## src/hw/rtl/plf_pkg.sv

```systemverilog
// ---------------------------------------------------------------------------
// plf_pkg
// Shared types and constants of the line-follow steering block.
// ---------------------------------------------------------------------------
`default_nettype none

package plf_pkg;

	// sensor geometry
	localparam int unsigned POS_W      = 12;
	localparam int unsigned POS_CENTER = 2000;
	localparam int unsigned POS_MAX    = 4000;

	// data widths
	localparam int unsigned ERR_W   = 12;  // -2000..2000
	localparam int unsigned DIFF_W  = 13;  // -4000..4000
	localparam int unsigned INT_W   = 32;
	localparam int unsigned QI_W    = 33;  // signed quotient of integral
	localparam int unsigned PROD_W  = 22;  // diff * d_gain
	localparam int unsigned SUM_W   = 34;
	localparam int unsigned SPEED_W = 8;
	localparam int unsigned DIVR_W  = 16;
	localparam int unsigned GAIN_W  = 8;

	// divider
	localparam int unsigned DIV_SHORT_BITS = ERR_W;
	localparam int unsigned DIV_LONG_BITS  = INT_W;
	localparam int unsigned DIV_CNT_W      = 6;

	typedef enum logic [2:0] {
		ST_IDLE,
		ST_PSTART,
		ST_PWAIT,
		ST_ISTART,
		ST_IWAIT,
		ST_SUM,
		ST_OUT
	} plf_state_t;

	typedef struct packed {
		logic load;       // capture error from the input transaction
		logic upd;        // update difference, last error, integral
		logic div_start;  // start the shared divider
		logic div_long;   // 1: integral division, 0: error division
		logic cap_qp;     // take P quotient, form D product
		logic cap_qi;     // take I quotient
		logic sum_en;     // form steering sum
		logic out_load;   // load result registers
	} plf_cmd_t;

	typedef struct packed {
		logic div_done;
	} plf_sts_t;

endpackage

`default_nettype wire

```

## src/hw/rtl/pid_line_follow_steering.sv

```systemverilog
// ---------------------------------------------------------------------------
// pid_line_follow_steering
// PID steering for a line follower: sensor position in, wheel speeds out.
// ---------------------------------------------------------------------------
//
//  channel   handshake             payload
//  -------   -------------------   ----------------------------------
//  input     in_valid / in_ready   position[11:0], on_marker
//  output    out_valid / out_ready left_speed[7:0], right_speed[7:0]
//  config    APB psel/penable      paddr[3:2] = register, pwdata[31:0]
//
// An update runs the error division and then the integral division on the
// shared restoring divider (12 steps for the error, 32 for the integral, one
// quotient bit a cycle); the next input transaction is taken in the cycle
// after the result is loaded at the earliest. A marker transaction is taken
// in the idle state and leaves no trace. Reset restores the register
// defaults and clears last error and integral. A waiting result sits in the
// output register; the next input transaction is taken while it waits, and
// only the final load holds until the output side has room.
// ---------------------------------------------------------------------------
`default_nettype none

module pid_line_follow_steering
	import plf_pkg::*;
(
	input  wire logic               clk,
	input  wire logic               arst_n,
	// input channel
	input  wire logic               in_valid,
	output logic                    in_ready,
	input  wire logic [POS_W-1:0]   position,
	input  wire logic               on_marker,
	// output channel
	output logic                    out_valid,
	input  wire logic               out_ready,
	output logic      [SPEED_W-1:0] left_speed,
	output logic      [SPEED_W-1:0] right_speed,
	// configuration
	input  wire logic               psel,
	input  wire logic               penable,
	input  wire logic               pwrite,
	input  wire logic [3:0]         paddr,
	input  wire logic [31:0]        pwdata,
	output logic      [31:0]        prdata,
	output logic                    pready
);

	// register map, word index = paddr[3:2]
	localparam logic [1:0] REG_MAX_SPEED = 2'd0;
	localparam logic [1:0] REG_P_DIV     = 2'd1;
	localparam logic [1:0] REG_I_DIV     = 2'd2;
	localparam logic [1:0] REG_D_GAIN    = 2'd3;

	localparam logic [SPEED_W-1:0] MAX_SPEED_RST = 8'd0;
	localparam logic [DIVR_W-1:0]  P_DIV_RST     = 16'd10;
	localparam logic [DIVR_W-1:0]  I_DIV_RST     = 16'd2000;
	localparam logic [GAIN_W-1:0]  D_GAIN_RST    = 8'd1;

	logic [SPEED_W-1:0] max_speed_q;
	logic [DIVR_W-1:0]  p_divisor_q;
	logic [DIVR_W-1:0]  i_divisor_q;
	logic [GAIN_W-1:0]  d_gain_q;
	logic [1:0]         reg_idx;
	logic               wr_en;

	assign pready  = 1'b1;
	assign reg_idx = paddr[3:2];
	assign wr_en   = psel & penable & pwrite & pready;

	always_ff @(posedge clk or negedge arst_n) begin
		if (!arst_n) begin
			max_speed_q <= MAX_SPEED_RST;
			p_divisor_q <= P_DIV_RST;
			i_divisor_q <= I_DIV_RST;
			d_gain_q    <= D_GAIN_RST;
		end else if (wr_en) begin
			unique case (reg_idx)
				REG_MAX_SPEED: max_speed_q <= pwdata[SPEED_W-1:0];
				REG_P_DIV:     p_divisor_q <= pwdata[DIVR_W-1:0];
				REG_I_DIV:     i_divisor_q <= pwdata[DIVR_W-1:0];
				REG_D_GAIN:    d_gain_q    <= pwdata[GAIN_W-1:0];
				default:       ;
			endcase
		end
	end

	// read-back, zero-extended
	always_comb begin
		unique case (reg_idx)
			REG_MAX_SPEED: prdata = 32'(max_speed_q);
			REG_P_DIV:     prdata = 32'(p_divisor_q);
			REG_I_DIV:     prdata = 32'(i_divisor_q);
			REG_D_GAIN:    prdata = 32'(d_gain_q);
			default:       prdata = '0;
		endcase
	end

	plf_cmd_t cmd;
	plf_sts_t sts;

	// sequencer: one update at a time, result register handshake
	plf_ctrl u_ctrl (
		.clk      (clk),
		.arst_n   (arst_n),
		.in_valid (in_valid),
		.in_ready (in_ready),
		.on_marker(on_marker),
		.out_valid(out_valid),
		.out_ready(out_ready),
		.cmd      (cmd),
		.sts      (sts)
	);

	// error, integral, divider, sum and clamp
	plf_dp u_dp (
		.clk        (clk),
		.arst_n     (arst_n),
		.cmd        (cmd),
		.sts        (sts),
		.position   (position),
		.max_speed  (max_speed_q),
		.p_divisor  (p_divisor_q),
		.i_divisor  (i_divisor_q),
		.d_gain     (d_gain_q),
		.left_speed (left_speed),
		.right_speed(right_speed)
	);

endmodule

`default_nettype wire

```

## src/hw/rtl/plf_div.sv

```systemverilog
// ---------------------------------------------------------------------------
// plf_div
// Restoring unsigned divider, one quotient bit per cycle, 12 or 32 steps.
// ---------------------------------------------------------------------------
`default_nettype none

module plf_div
	import plf_pkg::*;
(
	input  wire logic                     clk,
	input  wire logic                     arst_n,
	input  wire logic                     start,
	input  wire logic                     long_mode,
	input  wire logic [DIV_LONG_BITS-1:0] dividend,
	input  wire logic [DIVR_W-1:0]        divisor,
	output logic      [DIV_LONG_BITS-1:0] quotient,
	output logic                          done
);

	localparam int unsigned PAD_W = DIV_LONG_BITS - DIV_SHORT_BITS;

	logic                     busy_q;
	logic [DIV_CNT_W-1:0]     cnt_q;
	logic [DIVR_W-1:0]        rem_q;
	logic [DIV_LONG_BITS-1:0] dvd_q;
	logic [DIVR_W:0]          shifted;
	logic [DIVR_W:0]          trial;
	logic                     fits;

	assign shifted = {rem_q, dvd_q[DIV_LONG_BITS-1]};
	assign trial   = shifted - {1'b0, divisor};
	assign fits    = shifted >= {1'b0, divisor};

	always_ff @(posedge clk or negedge arst_n) begin
		if (!arst_n) begin
			busy_q <= 1'b0;
			cnt_q  <= '0;
		end else if (start) begin
			busy_q <= 1'b1;
			cnt_q  <= long_mode ? DIV_CNT_W'(DIV_LONG_BITS) : DIV_CNT_W'(DIV_SHORT_BITS);
		end else if (busy_q) begin
			cnt_q <= cnt_q - 1'b1;
			if (cnt_q == DIV_CNT_W'(1)) begin
				busy_q <= 1'b0;
			end
		end
	end

	always_ff @(posedge clk) begin
		if (start) begin
			rem_q <= '0;
			dvd_q <= long_mode ? dividend : {dividend[DIV_SHORT_BITS-1:0], {PAD_W{1'b0}}};
		end else if (busy_q) begin
			rem_q <= fits ? trial[DIVR_W-1:0] : shifted[DIVR_W-1:0];
			dvd_q <= {dvd_q[DIV_LONG_BITS-2:0], fits};
		end
	end

	assign quotient = dvd_q;
	assign done     = ~busy_q;

endmodule

`default_nettype wire

```

## src/hw/rtl/plf_dp.sv

```systemverilog
// ---------------------------------------------------------------------------
// plf_dp
// Steering datapath: error, integral, shared divider, sum, clamp, speeds.
// ---------------------------------------------------------------------------
`default_nettype none

module plf_dp
	import plf_pkg::*;
(
	input  wire logic               clk,
	input  wire logic               arst_n,
	input  wire plf_cmd_t           cmd,
	output plf_sts_t                sts,
	input  wire logic [POS_W-1:0]   position,
	input  wire logic [SPEED_W-1:0] max_speed,
	input  wire logic [DIVR_W-1:0]  p_divisor,
	input  wire logic [DIVR_W-1:0]  i_divisor,
	input  wire logic [GAIN_W-1:0]  d_gain,
	output logic      [SPEED_W-1:0] left_speed,
	output logic      [SPEED_W-1:0] right_speed
);

	logic signed [ERR_W-1:0]  err_q;
	logic signed [ERR_W-1:0]  last_error_q;
	logic signed [DIFF_W-1:0] diff_q;
	logic signed [INT_W-1:0]  integral_q;
	logic signed [ERR_W-1:0]  qp_q;
	logic signed [QI_W-1:0]   qi_q;
	logic signed [PROD_W-1:0] prod_q;
	logic signed [SUM_W-1:0]  sum_q;
	logic [SPEED_W-1:0]       left_q;
	logic [SPEED_W-1:0]       right_q;
	logic [SPEED_W-1:0]       left_next;
	logic [SPEED_W-1:0]       right_next;

	// input error, position clamped to range
	logic [POS_W-1:0]   pos_c;
	logic [POS_W:0]     err_wide;
	always_comb begin
		pos_c    = (position > POS_W'(POS_MAX)) ? POS_W'(POS_MAX) : position;
		err_wide = {1'b0, pos_c} - (POS_W+1)'(POS_CENTER);
	end

	// saturating integral update
	logic signed [INT_W:0]   int_sum;
	logic signed [INT_W-1:0] int_next;
	always_comb begin
		int_sum = {integral_q[INT_W-1], integral_q} + (INT_W+1)'(err_q);
		if (int_sum[INT_W] != int_sum[INT_W-1]) begin
			int_next = int_sum[INT_W] ? {1'b1, {(INT_W-1){1'b0}}} : {1'b0, {(INT_W-1){1'b1}}};
		end else begin
			int_next = int_sum[INT_W-1:0];
		end
	end

	// divider operands: magnitudes, zero divisor reads as one
	logic [ERR_W-1:0]         err_mag;
	logic [INT_W-1:0]         int_mag;
	logic [DIV_LONG_BITS-1:0] div_dividend;
	logic [DIVR_W-1:0]        div_divisor;
	logic [DIVR_W-1:0]        p_eff;
	logic [DIVR_W-1:0]        i_eff;
	logic [DIV_LONG_BITS-1:0] quotient;
	logic                     div_done;
	always_comb begin
		err_mag      = err_q[ERR_W-1] ? (~err_q + 1'b1) : err_q;
		int_mag      = integral_q[INT_W-1] ? (~integral_q + 1'b1) : integral_q;
		p_eff        = (p_divisor == '0) ? DIVR_W'(1) : p_divisor;
		i_eff        = (i_divisor == '0) ? DIVR_W'(1) : i_divisor;
		div_dividend = cmd.div_long ? int_mag : DIV_LONG_BITS'(err_mag);
		div_divisor  = cmd.div_long ? i_eff : p_eff;
	end

	plf_div u_div (
		.clk      (clk),
		.arst_n   (arst_n),
		.start    (cmd.div_start),
		.long_mode(cmd.div_long),
		.dividend (div_dividend),
		.divisor  (div_divisor),
		.quotient (quotient),
		.done     (div_done)
	);

	assign sts.div_done = div_done;

	// state registers
	always_ff @(posedge clk or negedge arst_n) begin
		if (!arst_n) begin
			last_error_q <= '0;
			integral_q   <= '0;
		end else if (cmd.upd) begin
			last_error_q <= err_q;
			integral_q   <= int_next;
		end
	end

	// signed quotients, truncation toward zero
	logic [ERR_W-1:0] qp_mag;
	logic [QI_W-1:0]  qi_mag;
	always_comb begin
		qp_mag = quotient[ERR_W-1:0];
		qi_mag = {1'b0, quotient};
	end

	always_ff @(posedge clk) begin
		if (cmd.load) begin
			err_q <= err_wide[ERR_W-1:0];
		end
		if (cmd.upd) begin
			diff_q <= DIFF_W'(err_q) - DIFF_W'(last_error_q);
		end
		if (cmd.cap_qp) begin
			qp_q   <= err_q[ERR_W-1] ? $signed(~qp_mag + 1'b1) : $signed(qp_mag);
			prod_q <= PROD_W'(diff_q) * PROD_W'($signed({1'b0, d_gain}));
		end
		if (cmd.cap_qi) begin
			qi_q <= integral_q[INT_W-1] ? $signed(~qi_mag + 1'b1) : $signed(qi_mag);
		end
		if (cmd.sum_en) begin
			sum_q <= SUM_W'(qp_q) + SUM_W'(qi_q) + SUM_W'(prod_q);
		end
		if (cmd.out_load) begin
			left_q  <= left_next;
			right_q <= right_next;
		end
	end

	// clamp to +/- max_speed, slow the wheel the term points to
	logic signed [SUM_W-1:0] lim;
	logic signed [SUM_W-1:0] neg_sum;
	logic [SPEED_W-1:0]      mag;
	always_comb begin
		lim     = $signed(SUM_W'(max_speed));
		neg_sum = -sum_q;
		if (sum_q[SUM_W-1]) begin
			mag        = (neg_sum > lim) ? max_speed : neg_sum[SPEED_W-1:0];
			left_next  = max_speed - mag;
			right_next = max_speed;
		end else begin
			mag        = (sum_q > lim) ? max_speed : sum_q[SPEED_W-1:0];
			left_next  = max_speed;
			right_next = max_speed - mag;
		end
	end

	assign left_speed  = left_q;
	assign right_speed = right_q;

endmodule

`default_nettype wire

```

## src/hw/rtl/plf_ctrl.sv

```systemverilog
// ---------------------------------------------------------------------------
// plf_ctrl
// Sequencer for one steering update and the result handshake.
// ---------------------------------------------------------------------------
`default_nettype none

module plf_ctrl
	import plf_pkg::*;
(
	input  wire logic     clk,
	input  wire logic     arst_n,
	input  wire logic     in_valid,
	output logic          in_ready,
	input  wire logic     on_marker,
	output logic          out_valid,
	input  wire logic     out_ready,
	output plf_cmd_t      cmd,
	input  wire plf_sts_t sts
);

	plf_state_t state_q;
	plf_state_t state_next;
	logic       out_valid_q;
	logic       out_free;

	assign out_free = ~out_valid_q | out_ready;

	always_comb begin
		state_next = state_q;
		unique case (state_q)
			ST_IDLE: begin
				if (in_valid && !on_marker) begin
					state_next = ST_PSTART;
				end
			end
			ST_PSTART: state_next = ST_PWAIT;
			ST_PWAIT: begin
				if (sts.div_done) begin
					state_next = ST_ISTART;
				end
			end
			ST_ISTART: state_next = ST_IWAIT;
			ST_IWAIT: begin
				if (sts.div_done) begin
					state_next = ST_SUM;
				end
			end
			ST_SUM: state_next = ST_OUT;
			ST_OUT: begin
				if (out_free) begin
					state_next = ST_IDLE;
				end
			end
			default: state_next = ST_IDLE;
		endcase
	end

	always_comb begin
		cmd      = '0;
		in_ready = 1'b0;
		unique case (state_q)
			ST_IDLE: begin
				in_ready = 1'b1;
				cmd.load = in_valid & ~on_marker;
			end
			ST_PSTART: begin
				cmd.upd       = 1'b1;
				cmd.div_start = 1'b1;
			end
			ST_PWAIT: cmd.cap_qp = sts.div_done;
			ST_ISTART: begin
				cmd.div_start = 1'b1;
				cmd.div_long  = 1'b1;
			end
			ST_IWAIT: begin
				cmd.div_long = 1'b1;
				cmd.cap_qi   = sts.div_done;
			end
			ST_SUM: cmd.sum_en = 1'b1;
			ST_OUT: cmd.out_load = out_free;
			default: cmd = '0;
		endcase
	end

	always_ff @(posedge clk or negedge arst_n) begin
		if (!arst_n) begin
			state_q     <= ST_IDLE;
			out_valid_q <= 1'b0;
		end else begin
			state_q <= state_next;
			if (cmd.out_load) begin
				out_valid_q <= 1'b1;
			end else if (out_ready) begin
				out_valid_q <= 1'b0;
			end
		end
	end

	assign out_valid = out_valid_q;

endmodule

`default_nettype wire

```

## config.mk

```make
export PLATFORM = sky130hd
export DESIGN_NAME = pid_line_follow_steering
export DESIGN_NICKNAME = d
export VERILOG_FILES = /design/src/hw/rtl/plf_pkg.sv /design/src/hw/rtl/pid_line_follow_steering.sv /design/src/hw/rtl/plf_div.sv /design/src/hw/rtl/plf_dp.sv /design/src/hw/rtl/plf_ctrl.sv
export SDC_FILE = /design/constraint.sdc
export NUM_CORES = 1
export LEC_CHECK = 0
export BUFFER_PORTS_ARGS = -buffer_cell sky130_fd_sc_hd__buf_4
export CAP_MARGIN = 20
export CORE_MARGIN = 2
export CORE_UTILIZATION = 25
export DETAILED_ROUTE_END_ITERATION = 8
export GPL_TIMING_DRIVEN = 0
export HOLD_SLACK_MARGIN = 0.02
export MAX_ROUTING_LAYER = met4
export SLEW_MARGIN = 10
export SYNTH_ARGS = -nofsm -noshare
export SYNTH_HDL_FRONTEND = slang
export SYNTH_SLANG_ARGS = --single-unit
export TNS_END_PERCENT = 30
```

## constraint.sdc

```tcl
create_clock -name clk -period 6.85 [get_ports clk]
set_clock_uncertainty 0.15 [all_clocks]
set_input_delay 0 -clock clk [delete_from_list [all_inputs] [get_ports clk]]
set_output_delay 0 -clock clk [all_outputs]
set_load 0.01 [all_outputs]
```

==> run summary <==
The number of warnings printed during yosys synthesis is 0. The worst hold path was traced through 3 stages. After the first detailed-routing iteration, the DRC count stood at 1055. Family with the most delay on the worst path: simple AND/OR/NAND/NOR gates. The number of global-route vias before repair is 17398. The run gives 0 as the remaining routing DRC violations.

After synthesis, the mean cell area works out to 9.81 µm². The analysis attributes to cell leakage a power of 11.4 nW. For hold timing, the worst endpoint is p_divisor_q[13].

After clock tree synthesis, the clock-pin slew on the worst setup and hold paths is 0.07 ns. The cell at the root of the clock tree was clkbuf_16. For flop-to-flop paths, the worst setup slack is 0.46 ns.

The logs give 0 for the number of endpoints with negative hold slack in the final report and 0.0922 ns for the minimum setup slack after placement. The run gives 46800 µm as the placed wire-length estimate after detailed placement. The relative area change from synthesis to final layout is 16.8%, and the final setup slack of the worst path is 0.455 ns.

The total grt overflow was 0. The port buffer count was 71; the final net count was 2919. Switching power: 0.00679 W. The startpoint of the worst hold path is pwdata[13]. The synthesis-stage register bit count was 293; the switching share of total power was 45.6%. The worst-margin pin slew works out to 0.990 ns. The worst slew margin relative to its limit is 33.5%. The tools report the starting density of the core as 25.1%.

Initial antenna violation count: 0. The first global-routing pass estimated 94700 µm of wire. Counting along the longest clock path gives a buffer depth of 3. The part of the power in registers was 24.1%.

For this block, the routed nets add up to 59000 µm of wire. The die is 310 µm tall. Across every metal layer, demand over resource in global routing totals 12.6%. After layout, the worst path uses 93.4% of the clock period.

The share of flip-flops with an asynchronous set or reset after synthesis was 35.2%. The worst stage delay on the critical path was 0.69 ns. Yosys mapped a number of flops with a built-in enable equal to 174.

The die covers 96000 µm². The largest net degree at the start of global routing is 66, and the distinct cell type count of the synthesized netlist is 83. Core box area: 93000 µm².

The endpoint of the worst register-to-register path is u_dp.left_speed[7]. The logs give 0 for the count of nets left with antenna violations after detail routing and 5 for the iteration count of the initial detailed-routing pass. For the final-report max-slew violation count, the log shows 0. Once layout is complete, the utilization of the core stands at 29.3%.

TritonCTS built the clock tree. In this run the cell area of the synthesized design comes to 23400 µm². The logs give 0.00808 W for the internal power and 17581 for the number of vias after detailed routing. Using the TritonRoute via totals, the vias-per-cell ratio works out to 4.57. The worst path needs 6.39 ns of the cycle, external delays included. Measured in cells, the most critical reg-to-reg path has a length of 24. The share of the Yosys chip area taken by registers is 34.8%.

At the worst endpoint, the arrival time is 6.57 ns. Timing-limited maximum frequency: 156 MHz. The x dimension of the die is 310 µm.

Summed over all instances, the cell type with the most area after synthesis is edfxtp_1. The run gives 1 as the number of levels in the clock H-tree. The clock network latency to the later pin of the worst-skew pair was 0.58 ns. The logs give 11.8% for the clock network fraction of design power and 64.1% for the combinational share of power. The start-to-end type of the worst setup path is register to register. The count of final setup violators is 0.

At the end of routability-driven placement, the weighted congestion stood at 0.860. The slowest stage of the critical path is the a2111oi_1 cell. The worst register-to-register path begins at u_dp.sum_q[5].

The layout cell share with drive strength beyond 1 was 9.73%. Of all nets on the critical path, the largest fanout is 8. The worst setup path is captured at a register. Setup total negative slack on the finished layout was measured at 0 ns.

The cell count after synthesis came out at 2383. In the synthesized netlist the dominant register cell turns out to be edfxtp_1. The number of placed I/O pins was 107.

Power spread over the standard cell area amounts to 545 nW/µm². The signal on the critical path passes through or4_4 -> nor4_1 -> xnor2_1 -> ha_1 -> nand2_1 -> nor2_1 -> a2111oi_1 -> o22ai_1 -> nor3_1 -> nand3_1 -> and2_1 -> buf_6 -> mux2i_1 -> ha_1 -> nor2b_1 -> o21ai_0 -> a21boi_0 -> o21ai_0 -> a21oi_1 -> o21a_1 -> nor2_1 -> nor3_1 -> nor4_1 -> nand3_1. Of the post-synthesis cell area, the dominant cell type holds 22.3%. The tightest min-delay check is of the input pin to register type.

The tool flagged a number of max-cap violations equal to 0. Maximum vdd ir drop: 0.000545 V. The run finished with clean final reports. For the worst setup path, the data required time is 7.02 ns. The run gives 0.0149 W as the total power after layout. STA classifies the critical path startpoint as a register.

After detailed routing, the average wire length per cell comes to 15.4 µm. The source of the critical timing path was u_dp.sum_q[5]. The tree built by TritonCTS fans out to 293 sinks. The number of antenna diodes in the final layout is 0.

Number of buffers and inverters on the critical path: 1. By area the synthesized netlist is led by edfxtp_1, fa_1, dfrtp_1, ha_1, xnor2_1. Buffers inserted during clock tree synthesis total 29.

Cell row count: 112. Final hold analysis gives a worst-case slack of 0.0611 ns. Setup repair after global routing left no endpoint under its margin.
[metrics by stage]
step | cell area (µm²) | cells
6_report | 27300 | 3843
5_1_grt | 27300 | 3843
4_1_cts | 27200 | 3840
3_5_place_dp | 25700 | 3737
3_3_place_gp | 25500 | 3723
2_1_floorplan | 23400 | 2398
[placed cells by master (no fill, tap or decap), drive strengths merged, types with 37 or more instances in the layout]
cell and count:
clkbuf 86, xnor2 133, xor2 58, nand2 237
inv 197, a21oi 138, and2 71, a21o 37
nor2 152, fa 123, dlygate4sd3 50, dfrtp 94
mux2 51, edfxtp 174, o21ai 170, nor3 37
mux2i 38, ha 172, buf 119
[per-layer routing]
metal / wire, µm / track usage, %
met1: 26000 / 15.5
met2: 30000 / 22.1
met3: 1550 / 1.06
met4: 1430 / 3.33
met5: 0 / -
[registers in the layout, summed over array words and instances (netlist names), 12 cells and up]
name,flops
u_dp.sum_q,34
u_dp.diff_q,13
u_dp.err_q,12
u_dp.u_div.quotient,32
p_divisor_q,16
u_dp.qi_q,33
u_dp.integral_q,32
u_dp.last_error_q,12
u_dp.qp_q,12
u_dp.u_div.rem_q,16
i_divisor_q,16
u_dp.prod_q,22
[worst min-delay path, stage by stage]
cell	delay [ns]
dlygate4sd3_1	0.52
buf_4	0.10
mux2_2	0.13
[cells in the mapped netlist (5+ instances only)]
cell type	count
nor2_1	151
a21o_1	37
or3_1	23
edfxtp_1	174
buf_1	12
a21oi_1	138
a211oi_1	15
clkbuf_1	55
a221oi_1	5
o31a_1	6
a31oi_1	9
mux2i_1	38
and2_1	71
a21boi_0	11
o21bai_1	11
o21a_1	26
a22o_1	8
fa_1	123
nand3_1	26
xor2_1	58
nand2b_1	26
nor2b_1	34
o31ai_1	24
or2_2	7
mux4_2	8
nand2_1	237
inv_1	195
dfstp_2	9
dfxtp_1	16
nor3_1	36
o21ai_0	167
o211a_1	5
or4_1	12
nor4_1	20
nand4_1	15
mux2_2	49
ha_1	172
and3_1	16
xnor2_1	133
o211ai_1	7
dfrtp_1	94
o41ai_1	15
buf_4	17
[power by group through the flow]
stage	logic [W]	registers, W	clock network, W
floorplan	0.00733	0.00333	0
global placement	0.00938	0.00361	0
detailed placement	0.00950	0.00362	0
CTS	0.00959	0.00359	0.00179
global route	0.0109	0.00366	0.00185
finish	0.00953	0.00359	0.00175
[cells by family (layout without fill, tap and decap cells)]
family	count (synthesis)	after routing	synth area share, %
other	2	17	0.0321
multiplexers	97	97	4.87
adder cells (fa/ha/maj)	295	295	19.7
buffers and inverters	281	472	4.82
AO/OA/AOI/OAI	522	522	13.8
AND/OR/NAND/NOR	702	702	14.8
flip-flops	293	293	34.8
XOR/XNOR	191	191	7.16
[cell type report]
cell class	count	area [µm²]
Tap cell	1254	1570
Clock buffer	31	733
Fill cell	9710	65700
Clock inverter	21	294
Timing Repair Buffer	139	1230
Inverter	196	736
Buffer	85	390
Multi-Input combinational cell	1824	14200
Sequential cell	293	8130
[worst max-delay path by stage]
stage	cells past startpoint	end
after floorplan	20	u_dp.prod_q[21]
after global placement	24	u_dp.left_speed[7]
after detailed placement	20	u_dp.prod_q[21]
after CTS	20	u_dp.prod_q[21]
after global routing	24	u_dp.left_speed[7]
final	24	u_dp.left_speed[7]
[what timing repair did]
item / CTS / global route
gates resized for setup: 0 / 3
buffers inserted: 0 / 0
setup endpoints to repair: 0 / 3
hold endpoints to repair: 179 / 0
hold buffers: 51 / 0
Note: power is estimated with default switching activity, not from simulation.
